<file path="src/design/ssvfb_pkg.sv">
// Package for the seven-segment value frame builder: widths, bus command
// bytes, the segment lookup and the sequencer state type. No dependencies.
`timescale 1ns / 1ps
`default_nettype none

package ssvfb_pkg;

  localparam int unsigned MAG_W       = 17;
  localparam int unsigned BYTE_W      = 8;
  localparam int unsigned BCD_DIGITS  = 5;
  localparam int unsigned BCD_W       = 4 * BCD_DIGITS;
  localparam int unsigned DIGIT_COUNT = 6;
  localparam int unsigned BYTE_COUNT  = DIGIT_COUNT + 3;
  localparam int unsigned BCNT_W      = $clog2(BYTE_COUNT);
  localparam int unsigned POS_W       = 3;
  localparam int unsigned STEP_W      = $clog2(MAG_W + 1);

  localparam logic [MAG_W-1:0] MAG_MAX = MAG_W'(99999);

  localparam logic [BYTE_W-1:0] CMD_DATA_WRITE = 8'h40;
  localparam logic [BYTE_W-1:0] CMD_ADDRESS    = 8'hC3;
  localparam logic [BYTE_W-1:0] CMD_CONTROL    = 8'h80;
  localparam logic [BYTE_W-1:0] SEG_DOT        = 8'h80;
  localparam logic [BYTE_W-1:0] SEG_MINUS      = 8'h40;
  localparam logic [BYTE_W-1:0] SEG_BLANK      = 8'h00;

  // positions of the bytes within one value's sequence
  localparam logic [BCNT_W-1:0] BYTE_DATA_CMD = BCNT_W'(0);
  localparam logic [BCNT_W-1:0] BYTE_ADDR_CMD = BCNT_W'(1);
  localparam logic [BCNT_W-1:0] BYTE_SEG0     = BCNT_W'(2);
  localparam logic [BCNT_W-1:0] BYTE_SEG_LAST = BCNT_W'(DIGIT_COUNT + 1);
  localparam logic [BCNT_W-1:0] BYTE_CTRL     = BCNT_W'(BYTE_COUNT - 1);

  localparam logic [POS_W-1:0] DOT_POS = POS_W'(2);
  localparam logic [POS_W-1:0] SHOWN_3 = POS_W'(3);
  localparam logic [POS_W-1:0] SHOWN_4 = POS_W'(4);
  localparam logic [POS_W-1:0] SHOWN_5 = POS_W'(5);

  // configuration register indexes
  localparam int unsigned CFG_IDX_W  = 1;
  localparam int unsigned CFG_DATA_W = 3;
  localparam logic [CFG_IDX_W-1:0] REG_BRIGHTNESS     = 1'b0;
  localparam logic [CFG_IDX_W-1:0] REG_DISPLAY_ENABLE = 1'b1;
  localparam logic [2:0] BRIGHTNESS_RESET = 3'd6;
  localparam logic       ENABLE_RESET     = 1'b1;

  typedef enum logic [1:0] {
    ST_IDLE,
    ST_CONV,
    ST_SEND
  } state_e;

  function automatic logic [BYTE_W-1:0] seg_lut(input logic [3:0] digit);
    logic [BYTE_W-1:0] seg;
    case (digit)
      4'd0:    seg = 8'h3F;
      4'd1:    seg = 8'h06;
      4'd2:    seg = 8'h5B;
      4'd3:    seg = 8'h4F;
      4'd4:    seg = 8'h66;
      4'd5:    seg = 8'h6D;
      4'd6:    seg = 8'h7D;
      4'd7:    seg = 8'h07;
      4'd8:    seg = 8'h7F;
      4'd9:    seg = 8'h6F;
      default: seg = 8'h00;
    endcase
    return seg;
  endfunction

endpackage

`default_nettype wire

</file>
<file path="src/design/ssvfb_if.sv">
// Channel interfaces for the frame builder: value in, bus beats out.
// Depends on ssvfb_pkg for the field widths.
`timescale 1ns / 1ps
`default_nettype none

interface ssvfb_in_if
  import ssvfb_pkg::*;
();
  logic             valid;
  logic             ready;
  logic [MAG_W-1:0] magnitude;
  logic             is_negative;

  modport source (output valid, output magnitude, output is_negative, input ready);
  modport sink   (input valid, input magnitude, input is_negative, output ready);
endinterface

interface ssvfb_out_if
  import ssvfb_pkg::*;
();
  logic              valid;
  logic              ready;
  logic [BYTE_W-1:0] bus_byte;
  logic              frame_start;
  logic              frame_end;
  logic              last_byte;

  modport source (output valid, output bus_byte, output frame_start, output frame_end,
                  output last_byte, input ready);
  modport sink   (input valid, input bus_byte, input frame_start, input frame_end,
                  input last_byte, output ready);
endinterface

`default_nettype wire

</file>
<file path="src/design/ssvfb_bcd.sv">
// Bit-serial binary to bcd converter (shift and add-three), one input bit
// per cycle. Depends on ssvfb_pkg.
`timescale 1ns / 1ps
`default_nettype none

module ssvfb_bcd
  import ssvfb_pkg::*;
(
  input  wire logic             clk_i,
  input  wire logic             rst_ni,
  input  wire logic             start_i,
  input  wire logic [MAG_W-1:0] value_i,
  output logic                  done_o,
  output logic [BCD_W-1:0]      bcd_o
);

  logic [MAG_W-1:0]  bin_q, bin_d;
  logic [BCD_W-1:0]  bcd_q, bcd_d;
  logic [BCD_W-1:0]  adj;
  logic [STEP_W-1:0] step_q, step_d;
  logic              busy_q, busy_d;
  logic              done_q, done_d;

  always_comb begin
    for (int i = 0; i < BCD_DIGITS; i++) begin
      if (bcd_q[4*i +: 4] >= 4'd5) begin
        adj[4*i +: 4] = bcd_q[4*i +: 4] + 4'd3;
      end else begin
        adj[4*i +: 4] = bcd_q[4*i +: 4];
      end
    end
  end

  always_comb begin
    bin_d  = bin_q;
    bcd_d  = bcd_q;
    step_d = step_q;
    busy_d = busy_q;
    done_d = 1'b0;
    if (start_i) begin
      bin_d  = value_i;
      bcd_d  = '0;
      step_d = STEP_W'(MAG_W);
      busy_d = 1'b1;
    end else if (busy_q) begin
      bcd_d  = {adj[BCD_W-2:0], bin_q[MAG_W-1]};
      bin_d  = {bin_q[MAG_W-2:0], 1'b0};
      step_d = step_q - STEP_W'(1);
      if (step_q == STEP_W'(1)) begin
        busy_d = 1'b0;
        done_d = 1'b1;
      end
    end
  end

  always_ff @(posedge clk_i or negedge rst_ni) begin
    if (!rst_ni) begin
      step_q <= '0;
      busy_q <= 1'b0;
      done_q <= 1'b0;
    end else begin
      step_q <= step_d;
      busy_q <= busy_d;
      done_q <= done_d;
    end
  end

  always_ff @(posedge clk_i) begin
    bin_q <= bin_d;
    bcd_q <= bcd_d;
  end

  assign done_o = done_q;
  assign bcd_o  = bcd_q;

  a_step_range: assert property (@(posedge clk_i) disable iff (!rst_ni)
    step_q <= STEP_W'(MAG_W))
    else $error("step counter out of range");

  a_done_after_last_step: assert property (@(posedge clk_i) disable iff (!rst_ni)
    busy_q && !start_i && step_q == STEP_W'(1) |=> done_q && !busy_q)
    else $error("conversion did not finish on last step");

  a_done_single: assert property (@(posedge clk_i) disable iff (!rst_ni)
    done_q |=> !done_q)
    else $error("done held for more than one cycle");

endmodule

`default_nettype wire

</file>
<file path="src/design/seven_segment_value_frame_builder.sv">
// Top level of the seven-segment value frame builder: takes a value, converts
// it to bcd and sends nine bus beats. Depends on ssvfb_pkg, ssvfb_if, ssvfb_bcd.
//
//   channel    dir  handshake        payload
//   value_i    in   valid / ready    magnitude[16:0], is_negative
//   frame_o    out  valid / ready    bus_byte[7:0], frame_start, frame_end, last_byte
//   cfg_*_i    in   cfg_we_i         cfg_index_i (0 brightness, 1 display_enable)
//
// one value is accepted, converted one bit per cycle in the shift and add-three
// converter, has its digits handed over and is then sent as nine output beats;
// no new value is taken in until the control beat of the last one is loaded.
// reset sets brightness 6 and display enable 1 and empties the output register.
// a stalled sink holds the current beat; the last beat may wait while the
// next value is already taken in.
`timescale 1ns / 1ps
`default_nettype none

module seven_segment_value_frame_builder
  import ssvfb_pkg::*;
(
  input  wire logic                  clk_i,
  input  wire logic                  rst_ni,
  ssvfb_in_if.sink                   value_i,
  ssvfb_out_if.source                frame_o,
  input  wire logic                  cfg_we_i,
  input  wire logic [CFG_IDX_W-1:0]  cfg_index_i,
  input  wire logic [CFG_DATA_W-1:0] cfg_wdata_i
);

  state_e state_q, state_d;

  logic [2:0]        brightness_q;
  logic              display_enable_q;
  logic [BCNT_W-1:0] byte_cnt_q, byte_cnt_d;
  logic [BCD_W-1:0]  digits_q, digits_d;
  logic [POS_W-1:0]  shown_q, shown_d;
  logic              neg_q, neg_d;

  logic              out_valid_q;
  logic [BYTE_W-1:0] out_byte_q;
  logic              out_start_q, out_end_q, out_last_q;

  logic              in_fire;
  logic              load;
  logic              conv_start;
  logic              conv_done;
  logic [BCD_W-1:0]  conv_bcd;
  logic [MAG_W-1:0]  sat_mag;
  logic [POS_W-1:0]  seg_pos;
  logic [BYTE_W-1:0] seg_byte;
  logic [BYTE_W-1:0] next_byte;
  logic              next_start, next_end, next_last;

  assign in_fire = value_i.valid && value_i.ready;
  assign sat_mag = (value_i.magnitude > MAG_MAX) ? MAG_MAX : value_i.magnitude;

  ssvfb_bcd u_bcd (
    .clk_i   (clk_i),
    .rst_ni  (rst_ni),
    .start_i (conv_start),
    .value_i (sat_mag),
    .done_o  (conv_done),
    .bcd_o   (conv_bcd)
  );

  // next state
  always_comb begin
    state_d = state_q;
    unique case (state_q)
      ST_IDLE: if (value_i.valid) state_d = ST_CONV;
      ST_CONV: if (conv_done)     state_d = ST_SEND;
      ST_SEND: if (load && byte_cnt_q == BYTE_CTRL) state_d = ST_IDLE;
      default: state_d = ST_IDLE;
    endcase
  end

  // state outputs
  always_comb begin
    value_i.ready = 1'b0;
    conv_start    = 1'b0;
    load          = 1'b0;
    unique case (state_q)
      ST_IDLE: begin
        value_i.ready = 1'b1;
        conv_start    = value_i.valid;
      end
      ST_CONV: ;
      ST_SEND: load = !out_valid_q || frame_o.ready;
      default: ;
    endcase
  end

  // segment byte for the digit at the low nibble of the shift register
  always_comb begin
    seg_pos = POS_W'(byte_cnt_q - BYTE_SEG0);
    if (seg_pos < shown_q) begin
      seg_byte = seg_lut(digits_q[3:0]) | ((seg_pos == DOT_POS) ? SEG_DOT : SEG_BLANK);
    end else if (neg_q && seg_pos == shown_q) begin
      seg_byte = SEG_MINUS;
    end else begin
      seg_byte = SEG_BLANK;
    end
  end

  always_comb begin
    next_start = 1'b0;
    next_end   = 1'b0;
    next_last  = 1'b0;
    case (byte_cnt_q)
      BYTE_DATA_CMD: begin
        next_byte  = CMD_DATA_WRITE;
        next_start = 1'b1;
        next_end   = 1'b1;
      end
      BYTE_ADDR_CMD: begin
        next_byte  = CMD_ADDRESS;
        next_start = 1'b1;
      end
      BYTE_CTRL: begin
        next_byte  = CMD_CONTROL | {4'b0000, display_enable_q, brightness_q};
        next_start = 1'b1;
        next_end   = 1'b1;
        next_last  = 1'b1;
      end
      default: begin
        next_byte = seg_byte;
        next_end  = (byte_cnt_q == BYTE_SEG_LAST);
      end
    endcase
  end

  always_comb begin
    byte_cnt_d = byte_cnt_q;
    digits_d   = digits_q;
    shown_d    = shown_q;
    neg_d      = neg_q;
    if (in_fire) begin
      neg_d = value_i.is_negative;
    end
    if (conv_done) begin
      digits_d   = conv_bcd;
      byte_cnt_d = BYTE_DATA_CMD;
      if (conv_bcd[19:16] != 4'd0) begin
        shown_d = SHOWN_5;
      end else if (conv_bcd[15:12] != 4'd0) begin
        shown_d = SHOWN_4;
      end else begin
        shown_d = SHOWN_3;
      end
    end else if (load) begin
      byte_cnt_d = byte_cnt_q + BCNT_W'(1);
      // move the next digit down once its segment beat is out
      if (byte_cnt_q >= BYTE_SEG0 && byte_cnt_q <= BYTE_SEG_LAST) begin
        digits_d = {4'd0, digits_q[BCD_W-1:4]};
      end
    end
  end

  always_ff @(posedge clk_i or negedge rst_ni) begin
    if (!rst_ni) begin
      state_q          <= ST_IDLE;
      byte_cnt_q       <= '0;
      out_valid_q      <= 1'b0;
      brightness_q     <= BRIGHTNESS_RESET;
      display_enable_q <= ENABLE_RESET;
    end else begin
      state_q    <= state_d;
      byte_cnt_q <= byte_cnt_d;
      if (load) begin
        out_valid_q <= 1'b1;
      end else if (frame_o.ready) begin
        out_valid_q <= 1'b0;
      end
      if (cfg_we_i) begin
        unique case (cfg_index_i)
          REG_BRIGHTNESS:     brightness_q     <= cfg_wdata_i[2:0];
          REG_DISPLAY_ENABLE: display_enable_q <= cfg_wdata_i[0];
          default: ;
        endcase
      end
    end
  end

  always_ff @(posedge clk_i) begin
    digits_q <= digits_d;
    shown_q  <= shown_d;
    neg_q    <= neg_d;
    if (load) begin
      out_byte_q  <= next_byte;
      out_start_q <= next_start;
      out_end_q   <= next_end;
      out_last_q  <= next_last;
    end
  end

  assign frame_o.valid       = out_valid_q;
  assign frame_o.bus_byte    = out_byte_q;
  assign frame_o.frame_start = out_start_q;
  assign frame_o.frame_end   = out_end_q;
  assign frame_o.last_byte   = out_last_q;

  a_accept_starts_conv: assert property (@(posedge clk_i) disable iff (!rst_ni)
    in_fire |=> state_q == ST_CONV)
    else $error("accepted value did not start conversion");

  a_done_in_conv: assert property (@(posedge clk_i) disable iff (!rst_ni)
    conv_done |-> state_q == ST_CONV)
    else $error("conversion finished outside conversion state");

  a_byte_cnt_range: assert property (@(posedge clk_i) disable iff (!rst_ni)
    state_q == ST_SEND |-> byte_cnt_q <= BYTE_CTRL)
    else $error("byte counter past control byte");

  a_last_is_framed: assert property (@(posedge clk_i) disable iff (!rst_ni)
    out_valid_q && out_last_q |-> out_start_q && out_end_q)
    else $error("last beat not framed on its own");

endmodule

`default_nettype wire
</file>
<file path="src/flat_wrapper.sv">
// flat-port wrapper written by rule: the top's interface ports become plain ports
module seven_segment_value_frame_builder_flat import ssvfb_pkg::*;
  (clk_i, rst_ni, cfg_we_i, cfg_index_i, cfg_wdata_i, value_i_valid, value_i_magnitude, value_i_is_negative, value_i_ready, frame_o_valid, frame_o_bus_byte, frame_o_frame_start, frame_o_frame_end, frame_o_last_byte, frame_o_ready);
  ssvfb_in_if value_i_i ();
  ssvfb_out_if frame_o_i ();
  input  wire logic clk_i;
  input  wire logic rst_ni;
  input  wire logic cfg_we_i;
  input  wire logic [CFG_IDX_W-1:0] cfg_index_i;
  input  wire logic [CFG_DATA_W-1:0] cfg_wdata_i;
  input wire logic [$bits(value_i_i.valid)-1:0] value_i_valid;
  input wire logic [$bits(value_i_i.magnitude)-1:0] value_i_magnitude;
  input wire logic [$bits(value_i_i.is_negative)-1:0] value_i_is_negative;
  output wire logic [$bits(value_i_i.ready)-1:0] value_i_ready;
  output wire logic [$bits(frame_o_i.valid)-1:0] frame_o_valid;
  output wire logic [$bits(frame_o_i.bus_byte)-1:0] frame_o_bus_byte;
  output wire logic [$bits(frame_o_i.frame_start)-1:0] frame_o_frame_start;
  output wire logic [$bits(frame_o_i.frame_end)-1:0] frame_o_frame_end;
  output wire logic [$bits(frame_o_i.last_byte)-1:0] frame_o_last_byte;
  input wire logic [$bits(frame_o_i.ready)-1:0] frame_o_ready;
  assign value_i_i.valid = value_i_valid;
  assign value_i_i.magnitude = value_i_magnitude;
  assign value_i_i.is_negative = value_i_is_negative;
  assign value_i_ready = value_i_i.ready;
  assign frame_o_valid = frame_o_i.valid;
  assign frame_o_bus_byte = frame_o_i.bus_byte;
  assign frame_o_frame_start = frame_o_i.frame_start;
  assign frame_o_frame_end = frame_o_i.frame_end;
  assign frame_o_last_byte = frame_o_i.last_byte;
  assign frame_o_i.ready = frame_o_ready;
  seven_segment_value_frame_builder u_core (.clk_i(clk_i), .rst_ni(rst_ni), .value_i(value_i_i), .frame_o(frame_o_i), .cfg_we_i(cfg_we_i), .cfg_index_i(cfg_index_i), .cfg_wdata_i(cfg_wdata_i));
endmodule
</file>
<file path="config.mk">
export PLATFORM = sky130hd
export DESIGN_NAME = seven_segment_value_frame_builder_flat
export DESIGN_NICKNAME = d
export VERILOG_FILES = /design/src/design/ssvfb_pkg.sv /design/src/design/ssvfb_if.sv /design/src/design/ssvfb_bcd.sv /design/src/design/seven_segment_value_frame_builder.sv /design/src/flat_wrapper.sv
export SDC_FILE = /design/constraint.sdc
export NUM_CORES = 1
export LEC_CHECK = 0
export ABC_AREA = 0
export BUFFER_PORTS_ARGS = -buffer_cell sky130_fd_sc_hd__clkbuf_2
export CAP_MARGIN = 20
export CORE_UTILIZATION = 45
export DETAILED_ROUTE_END_ITERATION = 8
export PLACE_DENSITY = 0.65
export SKIP_LAST_GASP = 1
export SYNTH_ARGS = -nofsm -noshare
export SYNTH_HDL_FRONTEND = slang
export SYNTH_SLANG_ARGS = --single-unit
</file>
<file path="constraint.sdc">
create_clock -name clk_i -period 2.9 [get_ports clk_i]
set_input_delay 0.29 -clock clk_i [delete_from_list [all_inputs] [get_ports clk_i]]
set_output_delay 0.29 -clock clk_i [all_outputs]
set_load 0.05 [all_outputs]
</file>
# Yosys cells after proc, flatten, opt, wreduce, memory -nomap -nowiden
# Memories as Yosys holds them, arrays and structs flattened. A register that Yosys moved wholly into a read port is not among the register bits.
# Index checks and enable logic that the tools add are counted.
[totals] out_inout_bits=13 word_cells=108 romBits=112 in_bits=27 memories=1 ff_bits=90
[mem_list] memory="(name not given)" depth=16 word_bits=7 read_ports=1 rd_ports_with_merged_regs=1 wr=0 line_no="ssvfb_pkg.sv:55" source="case (digit)"
[classes] n_lt_le_gt_ge=9 muxes=40 addsub=8 reduce_logical=20 bitwise=2 n_eq_ne=11
[ops] cell="$mux 20" count=3
[ops] cell="$mux 17" count=3
[ops] cell="$mux 4" count=7
[ops] cell="$mux 8" count=3
[ops] cell="$pmux 8 s3" count=1
[ops] cell="$ge 4x3->1 const B" count=5
[ops] cell="$gt 17x17->1 const B" count=1
[ops] cell="$add 4x2->4 const B" count=4
[ops] cell="$mux 1" count=13
[ops] cell="$mux 5" count=2
[ops] cell="$or 8x8->8" count=1
[ops] cell="$reduce_bool 2->1" count=4
[ops] cell="$reduce_bool 4->1" count=2
[ops] cell="$mux 7" count=1
[ops] cell="$mux 2" count=3
[ops] cell="$mux 3" count=2
[ops] cell="$pmux 2 s3" count=1
[ops] cell="$reduce_and 2->1" count=3
[ops] cell="$eq 5x1->1 const B" count=1
[ops] cell="$sub 5x1->5 const B" count=1
[ops] cell="$add 4x1->4 const B" count=1
[ops] cell="$eq 4x1->1 const B" count=1
[ops] cell="$eq 4x3->1 const B" count=1
[ops] cell="$eq 4x4->1 const B" count=1
[ops] cell="21 further kinds" count=25

# Longest topological paths before layout
# Gate-level depths: netlist of the first run.
[logic_depth] depth_word=6 depth_mapped=15 mapped_depth_nobuf=13

# By module
# Synthesis of the first run repeated with hierarchy kept, for this count alone.
[unflattened] hier_cells=438 hier_area_um2=5044.8
[modules_own_cells] module="seven_segment_value_frame_builder" n_inst=1 area_per_inst_um2=2781.4 seq_area_each_um2=1470.2 cells_per_inst=226
[modules_own_cells] module="ssvfb_bcd" n_inst=1 area_per_inst_um2=2263.4 seq_area_each_um2=1086.0 cells_per_inst=212

# Worst setup path after synthesis of the first run
# OpenSTA, ideal clock, no wires.
[synth_path] path_kind="register to register" from="register u_core.out_valid_q (netlist: u_core.frame_o.valid)" to="register (tool-made name)" required_ns=2.770 setup_ns=0.130 t_arrival_ns=2.654 path_buffers=2 stages_incl_launch_ff=12 setup_slack_ns=0.116 period_less_slack_ns=2.784 cell_sequence="dfrtp_1 > nor2b_1 > o41ai_4 > buf_6 > buf_4 > nor2_1 > a21oi_1 > ha_1 > a211oi_1 > a21oi_1 > mux2i_1 > a21oi_1"
[synth_rtl] element="from (decl)" line_no="seven_segment_value_frame_builder.sv:39" source="logic out_valid_q;"
[synth_rtl] element="from (signal assigned)" line_no="seven_segment_value_frame_builder.sv:163" source="out_valid_q <= 1'b0;"
[synth_rtl] element="from (signal assigned)" line_no="seven_segment_value_frame_builder.sv:170" source="out_valid_q <= 1'b1;"
[synth_rtl] element="from (signal assigned)" line_no="seven_segment_value_frame_builder.sv:172" source="out_valid_q <= 1'b0;"

==> results of run 1 <==
[timing repair]
action                                  4_1_cts  5_1_grt
hold buffers                                  1        0
hold endpoints to repair                     15        0
endpoints found under the setup margin        0        6
buffers inserted                              0        1
resized for setup                             0        1
[cells in the final DEF, fill, tap and decap left out, types with 5 or more instances in the layout]
cell	n
a21o_1	5
a21oi_1	24
a22o_1	5
and2_1	5
buf_4	9
clkbuf_2	39
clkbuf_8	9
dfrtp_1	15
dfxtp_1	27
edfxtp_1	52
ha_1	27
inv_1	29
mux2_2	19
mux2i_1	17
nand2_1	48
nand2b_1	10
nand3_1	18
nor2_1	32
nor2b_1	5
o211ai_1	7
o21ai_0	21
o22a_1	7
xnor2_1	14
[cell usage after synthesis (3+ instances only)]
cell type   n  area share
clkbuf_1    9      0.0070
a21oi_1    25       0.026
o21ai_0    21       0.022
a211oi_1    3      0.0046
edfxtp_1   52        0.32
nor2b_1     5      0.0065
mux2i_1    17       0.035
and2_1      5      0.0065
o211ai_1    7       0.011
nand2b_1   10       0.013
o22a_1      7       0.013
ha_1       27       0.070
a21o_1      5      0.0078
xor2_1      3      0.0054
nor2_1     32       0.025
nand3_1    18       0.019
buf_1       3      0.0023
dfstp_2     3       0.016
inv_1      29       0.022
nand2_1    48       0.037
dfxtp_1    27        0.11
xnor2_1    14       0.025
dfrtp_1    15       0.077
a22o_1      5      0.0090
buf_2       5      0.0052
mux2_2     19       0.044
[cell families (layout without fill, tap and decap cells)]
group | Yosys count | after routing
AOI/OAI and AO/OA | 88 | 88
adders and majority gates | 27 | 27
and+or+nand+nor | 129 | 129
xor gates and xnor gates | 17 | 17
muxes | 37 | 37
buffers and inverters | 49 | 94
DFF | 97 | 97
[metal layers]
metal	vias up	wire length, µm	track usage
met1	1581	3970	0.206
met2	48	4520	0.303
met5	-	0	0
met4	0	94	0.0536
met3	6	305	0.0408
li1	1649	-	-
[final timing paths]
| check | startpoint | endpoint | slack (ps) | cells past startpoint |
|---|---|---|---|---|
| max in group asynchronous | rst_ni | u_core.brightness_q[2] | 2150 | 2 |
| min in group asynchronous | rst_ni | u_core.byte_cnt_q[3] | 400 | 2 |
| setup / recovery | u_core.byte_cnt_q[0] | register | 290 | 11 |
| hold reg to reg | u_core.u_bcd.bcd_o[17] | u_core.u_bcd.bcd_o[17] | 510 | 2 |
| hold / removal | value_i_is_negative | u_core.neg_q | 110 | 1 |
| setup reg to reg | u_core.byte_cnt_q[0] | register | 290 | 11 |
[per-stage QoR]
step                 util  worst slack, ps  power (µW)
global placement    0.498              258        4220
global route        0.516             79.8        5450
CTS                 0.515             89.6        5090
floorplan               -              116        3870
finish              0.516              289        5040
detailed placement  0.498              128        4310
[final cells by class]
type | instances | area share
Clock inverter | 6 | 0.00655
Tap cell | 136 | 0.0318
Clock buffer | 10 | 0.0238
Timing Repair Buffer | 49 | 0.0510
Sequential cell | 97 | 0.478
Inverter | 29 | 0.0203
Multi-Input combinational cell | 298 | 0.389
[flip-flops by register name, indices dropped and copies added, names as in the netlist, 2 cells and up, named ones only]
| register | count |
|---|---|
| u_core.brightness_q | 3 |
| u_core.byte_cnt_q | 4 |
| u_core.digits_q | 20 |
| u_core.frame_o.bus_byte | 8 |
| u_core.shown_q | 3 |
| u_core.state_q | 2 |
| u_core.u_bcd.bcd_o | 20 |
| u_core.u_bcd.bin_q | 17 |
| u_core.u_bcd.step_q | 5 |
[worst max-delay path, stage by stage (launching register included)]
cell and delay [ps]:
dfrtp_1 450, inv_1 110, ha_1 210, nor3_2 250, o41ai_4 80, buf_4 180, a21oi_1 320, ha_1 330
a211oi_1 230, a21oi_1 90, mux2i_1 150, a21oi_1 80
[power groups by stage]
stage          Combinational, µW  Sequential [µW]  Clock, µW
6_report                    1940             2340        764
5_1_grt                     2210             2390        844
4_1_cts                     1960             2340        796
3_5_place_dp                1950             2370          0
3_3_place_gp                1870             2350          0
2_1_floorplan               1630             2240          0
==> out/metrics.cfg, run 1 <==
[clock_network]
cts_max_level=3
cts_root_buffer=clkbuf_8
clk_pin_slew_ps=90
cts_tree=done
clk-insertion-delay-late_ps=360
cts.sinks=97
clk_path_buf_depth=2
cts_buffers=9

[timing]
hold_viol=0
fin_skew_ps=11.6
rsz0062_at_grt=no
whs_ps=109
final.min_clock_period_ps=2610
fin_setup_tns_ps=0
relSlewSlack=0.544
report.final.slew_viol_count=0
finalSetupViolations=0
tightest_slew_ps=683
finalCritPeriodShare=0.900
fmax_mhz=383

[yosys]
syn_avg_cell_area_um2=10.9
synth-xor-area-share=0.0307
synth_warnings=0
muxShareOfSynthArea=0.0824
synth_enable_flop_cells=52
synth_ff_type=edfxtp_1
synth.yosys.seq_area_share=0.528
synthSimpleGateAreaFrac=0.122
synth_compound_area_frac=0.124
synth.distinct_cells=49
synth_top_family_by_area=compound AO/OA/AOI/OAI gates
synth-seq-cells=97
synthCells=444
postSynthNetCount=498
synthAdderAreaFrac=0.0697
syn_area_mm2=0.00484
async_flop_share=0.186

[die]
fp.dieH_um=106
ios=40
die_x_um=106
num_rows=37
die_area_mm2=0.0112
start_util=0.467
core_area_mm2=0.0104

[pwr]
p_seq_frac=0.464
p_leak_uw=0.00223
switching_share=0.368
pwr_density_cell_mw_per_mm2=942
ir_drop_uv=483
switching_power_uw=1860
combPwrFrac=0.385
clkPwrFrac=0.152
p_int_uw=3180

[finish]
fin_area_mm2=0.00535
n_fill_cell=951
seqCellArea_mm2=0.00256
finalNonFillerCells=625
fin_nets=538
diodes=0
multi_input_area_mm2=0.00208
area_growth_pct=10.5
drive_above_1_share=0.184

[global_route]
grt_pass1_wl_mm=15.2
grt_pass1_vias=3264
track_usage=0.172
antenna_found_initial=0
overflow=0
grt_max_degree=38

[critical_path]
cp.arrival_ps=2850
setup.worst_path.start_class=register
worstPathRequired_ps=3140
crit_fanout=7
critPathKind=register to register
end_kind=register

[route]
drt_first_pass_iters=4
antenna_left=0
wl_mm=8.89
viasPerCell=5.25
vias=3284
drt_iter0_drc=109
wire_per_inst_um=14.2
drc=0

[job]
max_cap_violations=0

[worst_hold_path]
holdCritPathClass=primary input to register

[placement]
dpl.hpwl_mm=6.29
portBuffers=39
place_congestion=0.860
placed_cell_area_mm2=0.00517
place_inst=607

[status]
status=completed

Power figures use the tool's default switching activity.
==> inputs of run 2 (changes only) <==
- PLACE_DENSITY: 0.65 -> 0.71
==> run 2 against run 1 <==
  * Sequential share of layout area fell by 0.19 points
  * Final cell count fell by 0.32%
  * Die area did not move
  * Via count rose by 0.55%
  * Sequential cell count did not move
==> out/metrics.cfg, run 2 (synthesis results as in run 1) <==
[status]
status=completed  ; unchanged

[pwr]
switching_share=0.368  ; about the same
combPwrFrac=0.380  ; was 0.385
pwr_density_cell_mw_per_mm2=961  ; was 942 mW/mm²
p_int_uw=3260  ; was 3180 µW
switching_power_uw=1900  ; was 1860 µW
ir_drop_uv=405  ; was 483 µV
clkPwrFrac=0.168  ; was 0.152
p_seq_frac=0.452  ; was 0.464
p_leak_uw=0.00223  ; about the same
p_total_uw=5160  ; was 5040 µW

[timing]
finalCritPeriodShare=0.924  ; was 0.900
fin_skew_ps=9.56  ; was 11.6 ps
relSlewSlack=0.558  ; was 0.544
rsz0062_at_grt=yes  ; was no
fmax_mhz=373  ; was 383 MHz
tightest_slew_ps=661  ; was 683 ps
report.final.slew_viol_count=0  ; unchanged
setup_slack_ps=220  ; was 289 ps
hold_viol=0  ; unchanged
finalSetupViolations=0  ; unchanged
final.min_clock_period_ps=2680  ; was 2610 ps

[die]
die_area_mm2=0.0112  ; unchanged
start_util=0.467  ; unchanged
die_x_um=106  ; unchanged
num_rows=37  ; unchanged
core_area_mm2=0.0104  ; unchanged
fp.dieH_um=106  ; unchanged
ios=40  ; unchanged

[clock_network]
postCtsSetupBuffers=0  ; unchanged
cts_root_buffer=clkbuf_8  ; unchanged
cts_buffers=9  ; unchanged
cts_max_level=3  ; unchanged
clk_pin_slew_ps=90  ; about the same
cts.sinks=97  ; unchanged
clk-insertion-delay-late_ps=370  ; was 360 ps
cts_tree=done  ; unchanged
clk_path_buf_depth=2  ; unchanged

[placement]
placed_cell_area_mm2=0.00516  ; was 0.00517 mm²
place_congestion=0.845  ; was 0.860
dpl.hpwl_mm=6.24  ; was 6.29 mm
portBuffers=39  ; unchanged
pre_cts_ws_ps=152  ; was 128 ps

[route]
drc=0  ; unchanged
antenna_left=0  ; unchanged
wire_per_inst_um=14.2  ; about the same
drt_iter0_drc=145  ; was 109
drt_first_pass_iters=4  ; unchanged
wl_mm=8.84  ; was 8.89 mm
viasPerCell=5.30  ; was 5.25
vias=3302  ; was 3284

[critical_path]
crit_family=compound AO/OA/AOI/OAI gates  ; unchanged
cp_slowest_stage_delay_ps=510  ; was 450 ps
critPathKind=register to register  ; unchanged
end_kind=register  ; unchanged
worstPathRequired_ps=3170  ; was 3140 ps
cp.arrival_ps=2950  ; was 2850 ps
critPathBufInv=2  ; unchanged
setup.worst_path.start_class=register  ; unchanged
critPathSlowestCell=o41ai_4  ; was dfrtp_1
path_cells=inv_1 -> ha_1 -> nor3_2 -> o41ai_4 -> nor2_1 -> a21oi_2 -> inv_1 -> ha_1 -> nand2_1 -> o21ai_0 -> o21ai_0 -> a211oi_2 -> a31o_1  ; was inv_1 -> ha_1 -> nor3_2 -> o41ai_4 -> buf_4 -> a21oi_1 -> ha_1 -> a211oi_1 -> a21oi_1 -> mux2i_1 -> a21oi_1
crit_fanout=6  ; was 7

[job]
max_cap_violations=0  ; unchanged

[finish]
diodes=0  ; unchanged
final_common_cell=edfxtp_1  ; unchanged
fin_area_mm2=0.00537  ; was 0.00535 mm²
fin_nets=536  ; was 538
area_growth_pct=11.0  ; was 10.5%
n_fill_cell=919  ; was 951
layout_common_cells=edfxtp_1, nand2_1, clkbuf_2, nor2_1, inv_1  ; unchanged
final_util=0.518  ; was 0.516
drive_above_1_share=0.187  ; was 0.184

[global_route]
grt_max_degree=38  ; unchanged
grt_pass1_wl_mm=15.2  ; about the same
antenna_found_initial=0  ; unchanged
track_usage=0.172  ; about the same
overflow=0  ; unchanged
grt_pass1_vias=3306  ; was 3264

[worst_hold_path]
holdCritPathClass=primary input to register  ; unchanged

## run 2: changes by cell type in the layout (fill, tap and decap cells not counted), sizes merged
cell / before / now
buf: 9 / 7
clkinv: 5 / 3
clkinvlp: 1 / 3
bufinv: 0 / 1
clkbuf: 49 / 48
## run 2: final cells by class
type                       instances  area (µm²)  area share
inverter                          29         109      0.0203
multi-input combinational        298        2090       0.388
sequential                        97        2560       0.476
clock inverter                     7        71.3      0.0133
clock buffer                       9         124      0.0231
tap                              136         170      0.0317
timing repair buffer              47         258      0.0480
## run 2: worst register-to-register path, delay by kind of cell (launching register included)
family                   cells  cell delay [ps]
adder cells (fa/ha/maj)      2              420
AO/OA/AOI/OAI                6             1250
buffers and inverters        2              260
flip-flops                   1              450
AND/OR/NAND/NOR              3              220
## run 2: path summary, 6_finish.rpt
kind                                     endpoint  slack [ps]                   start  cells after the start
setup / recovery                         register         220    u_core.byte_cnt_q[0]                     13
hold / removal                       u_core.neg_q         110     value_i_is_negative                      1
setup reg to reg                         register         220    u_core.byte_cnt_q[0]                     13
hold reg to reg            u_core.u_bcd.bcd_o[19]         490  u_core.u_bcd.bcd_o[19]                      2
max in group asynchronous  u_core.brightness_q[1]        2160                  rst_ni                      2
min in group asynchronous    u_core.frame_o.valid         400                  rst_ni                      2
## run 2: per-layer routing
metal	vias to the layer above	GRT usage	share of wire
li1	1636	-	-
met1	1592	0.205	0.44
met2	60	0.296	0.50
met3	14	0.0476	0.047
met4	0	0.0585	0.012
met5	-	0	0
## run 2: repair_timing
action                     4_1_cts  5_1_grt
hold buffers                     1        0
setup endpoints to repair        0        5
resized for setup                0        2
hold endpoints to repair        15        0
## run 2: through the flow
| step | hold slack (ps) | instances | setup TNS, ps |
|---|---|---|---|
| floorplan | -5.59 | 444 | 0 |
| global placement | 263 | 606 | 0 |
| detailed placement | 264 | 606 | 0 |
| CTS | 94.0 | 623 | 0 |
| global route | 91.9 | 623 | -85.5 |
| finish | 115 | 623 | 0 |
## run 2: power by group through the flow
stage               sequential (µW)  clock, µW  combinational [µW]
floorplan                      2240          0                1630
global placement               2340          0                1870
detailed placement             2360          0                1960
CTS                            2330        892                1980
global route                   2390        940                2240
finish                         2330        869                1960
==> inputs of run 3 (changes only) <==
- CTS_BUF_LIST: not set -> sky130_fd_sc_hd__clkbuf_8
- SYNTH_HIERARCHICAL: not set -> 1
==> run 3 against run 2 <==
  * Largest power group unchanged
  * Count of clock-buffer cells in the layout did not move
  * Highest routed layer unchanged
  * Critical path type unchanged
  * Sequential cell count stayed put
  * Clock skew rose by 1.6 ps
==> out/metrics.cfg, run 3 <==
[status]
status=completed  ; unchanged

[clock_network]
clk_pin_slew_ps=90  ; about the same
cts_root_buffer=clkbuf_8  ; unchanged
cts_resized=0  ; unchanged
clk-insertion-delay-late_ps=360  ; was 370 ps
cts_tree=done  ; unchanged
clk_path_buf_depth=2  ; unchanged
cts_buffers=9  ; unchanged
cts.sinks=97  ; unchanged
cts_max_level=3  ; unchanged

[critical_path]
r2r_cells=12  ; was 13
critPathKind=register to register  ; unchanged
cp.arrival_ps=2790  ; was 2950 ps
worstPathRequired_ps=3160  ; was 3170 ps
cp_slowest_stage_delay_ps=450  ; was 510 ps
end_kind=register  ; unchanged
critPathSlowestCell=dfrtp_1  ; was o41ai_4
crit_family=compound AO/OA/AOI/OAI gates  ; unchanged
setup.worst_path.start_class=register  ; unchanged
cp.depth=12  ; was 13
path_cells=inv_1 -> ha_1 -> nor3_2 -> nor2_1 -> a21oi_4 -> inv_2 -> mux2i_4 -> ha_1 -> a21oi_1 -> a21oi_1 -> nor2_1 -> o32ai_1  ; was inv_1 -> ha_1 -> nor3_2 -> o41ai_4 -> nor2_1 -> a21oi_2 -> inv_1 -> ha_1 -> nand2_1 -> o21ai_0 -> o21ai_0 -> a211oi_2 -> a31o_1
crit_fanout=6  ; unchanged
critPathBufInv=2  ; unchanged

[die]
ios=40  ; unchanged
num_rows=38  ; was 37
fp.dieH_um=108  ; was 106 µm
die_area_mm2=0.0116  ; was 0.0112 mm²
start_util=0.463  ; was 0.467
core_area_mm2=0.0109  ; was 0.0104 mm²
die_x_um=108  ; was 106 µm

[yosys]
synth_enable_flop_cells=52  ; unchanged
synthCells=438  ; was 444
synth_ff_type=edfxtp_1  ; unchanged
synth.top_cell.area_share=0.310  ; was 0.322
synth.distinct_cells=62  ; was 49
synth_top_area_cell=edfxtp_1  ; unchanged
async_flop_share=0.186  ; unchanged
postSynthNetCount=491  ; was 498
synthTopCellsByArea=edfxtp_1, dfxtp_1, mux2_2  ; was edfxtp_1, dfxtp_1, dfrtp_1
synth.yosys.seq_area_share=0.507  ; was 0.528
synth-seq-cells=97  ; unchanged
synth_common_cells=edfxtp_1, mux2_2, inv_1, dfxtp_1, ha_1  ; was edfxtp_1, nand2_1, nor2_1, inv_1
syn_avg_cell_area_um2=11.5  ; was 10.9 µm²
syn_area_mm2=0.00504  ; was 0.00484 mm²
synth.most_common_cell=edfxtp_1  ; unchanged
synth_warnings=6  ; was 0

[timing]
relSlewSlack=0.499  ; was 0.558
finalCritPeriodShare=0.871  ; was 0.924
rsz0062_at_grt=no  ; was yes
whs_ps=121  ; was 115 ps
setup_slack_ps=373  ; was 220 ps
tightest_slew_ps=752  ; was 661 ps
fin_setup_tns_ps=0  ; unchanged
final.min_clock_period_ps=2530  ; was 2680 ps
fmax_mhz=396  ; was 373 MHz
hold_viol=0  ; unchanged
report.final.slew_viol_count=0  ; unchanged
fin_skew_ps=11.2  ; was 9.56 ps
finalSetupViolations=0  ; unchanged

[route]
drt_first_pass_iters=4  ; unchanged
vias=3329  ; was 3302
drt_iter0_drc=156  ; was 145
viasPerCell=5.35  ; was 5.30
wl_mm=8.95  ; was 8.84 mm
antenna_left=0  ; unchanged
wire_per_inst_um=14.4  ; was 14.2 µm
drc=0  ; unchanged

[placement]
pre_cts_ws_ps=412  ; was 152 ps
dpl.hpwl_mm=6.23  ; was 6.24 mm
placed_cell_area_mm2=0.00537  ; was 0.00516 mm²
place_congestion=0.797  ; was 0.845
portBuffers=39  ; unchanged

[finish]
fin_area_mm2=0.00557  ; was 0.00537 mm²
fin_nets=530  ; was 536
area_growth_pct=10.5  ; was 11.0%
final_common_cell=edfxtp_1  ; unchanged
layout_common_cells=edfxtp_1, clkbuf_2, mux2_2, inv_1, dfxtp_1  ; was edfxtp_1, nand2_1, clkbuf_2, nor2_1, inv_1
drive_above_1_share=0.284  ; was 0.187
diodes=0  ; unchanged

[worst_hold_path]
hold_path_depth=1  ; unchanged
holdCritPathClass=primary input to register  ; unchanged

[pwr]
switching_power_uw=1910  ; was 1900 µW
p_int_uw=3300  ; was 3260 µW
switching_share=0.366  ; was 0.368
combPwrFrac=0.375  ; was 0.380
p_leak_uw=0.00221  ; was 0.00223 µW
ir_drop_uv=524  ; was 405 µV
pwr_density_cell_mw_per_mm2=935  ; was 961 mW/mm²
p_seq_frac=0.458  ; was 0.452
clkPwrFrac=0.167  ; was 0.168

[global_route]
grt_max_degree=30  ; was 38
track_usage=0.171  ; was 0.172
overflow=0  ; unchanged
grt_pass1_vias=3435  ; was 3306
grt_pass1_wl_mm=15.7  ; was 15.2 mm
antenna_found_initial=0  ; unchanged

[job]
max_cap_violations=0  ; unchanged

run 3: cell count changes after synthesis, moves of 5 or more:
cell	before	now
and2_1	5	14
mux2_2	19	37
or2_2	0	9
mux2i_1	17	8
o32ai_1	1	7
nor2_1	32	21
xnor2_1	14	7
nand3_1	18	8
o211ai_1	7	2
a21oi_1	25	20
buf_2	5	10
nand2_1	48	19
o21ai_2	0	6
run 3: worst register-to-register path, delay by kind of cell (launching register included):
kind,cells,cell delay [ps]
AOI/OAI and AO/OA,4,680
adders and majority gates,2,470
DFF,1,450
muxes,1,310
and+or+nand+nor,3,280
buffers and inverters,2,240
run 3: cell type report:
| cell class | instances | area (µm²) |
|---|---|---|
| Clock inverter | 7 | 72.6 |
| Sequential cell | 97 | 2560 |
| Multi-Input combinational cell | 290 | 2270 |
| Tap cell | 140 | 175 |
| Fill cell | 979 | 5320 |
| Clock buffer | 9 | 124 |
| Timing Repair Buffer | 47 | 258 |
| Inverter | 32 | 120 |
run 3: kinds of logic after synthesis:
kind of cell               synth area share
xor gates and xnor gates             0.0191
muxes                                 0.110
DFF                                   0.507
and+or+nand+nor                       0.129
adders and majority gates            0.0645
buffers and inverters                0.0441
AOI/OAI and AO/OA                     0.127
run 3: power by group through the flow:
stage | combinational, µW | sequential, µW | clock (µW)
final | 1960 | 2390 | 871
after global routing | 2210 | 2460 | 958
after CTS | 1960 | 2380 | 904
after detailed placement | 1940 | 2410 | 0
after global placement | 1860 | 2390 | 0
after floorplan | 1670 | 2250 | 0
run 3: path summary, 6_finish.rpt:
check / startpoint / to / slack, ps
max: u_core/byte_cnt_q[0] / register / 370
min: value_i_is_negative / u_core/neg_q / 120
max reg2reg: u_core/byte_cnt_q[0] / register / 370
min reg2reg: register / u_core/frame_o.bus_byte[5] / 510
max in group asynchronous: rst_ni / u_core/display_enable_q / 2120
min in group asynchronous: rst_ni / u_core/byte_cnt_q[3] / 420
run 3: per-layer routing:
layer / up-vias / wire length (µm) / global-route usage
met5: - / 0 / 0
li1: 1652 / - / -
met3: 10 / 299 / 0.0430
met2: 55 / 4510 / 0.299
met1: 1612 / 4000 / 0.202
met4: 0 / 145 / 0.0626
run 3: stage by stage:
| step | total power [µW] | std cells | utilization |
|---|---|---|---|
| after floorplan | 3920 | 438 | - |
| after global placement | 4250 | 605 | 0.493 |
| after detailed placement | 4360 | 605 | 0.493 |
| after CTS | 5250 | 622 | 0.512 |
| after global routing | 5630 | 622 | 0.512 |
| final | 5210 | 622 | 0.512 |
run 3: repair_timing:
item | in CTS | in global routing
hold endpoints to repair | 15 | 0
endpoints found under the setup margin | 0 | 0
buffers inserted | 0 | 0
hold buffers | 1 | 0
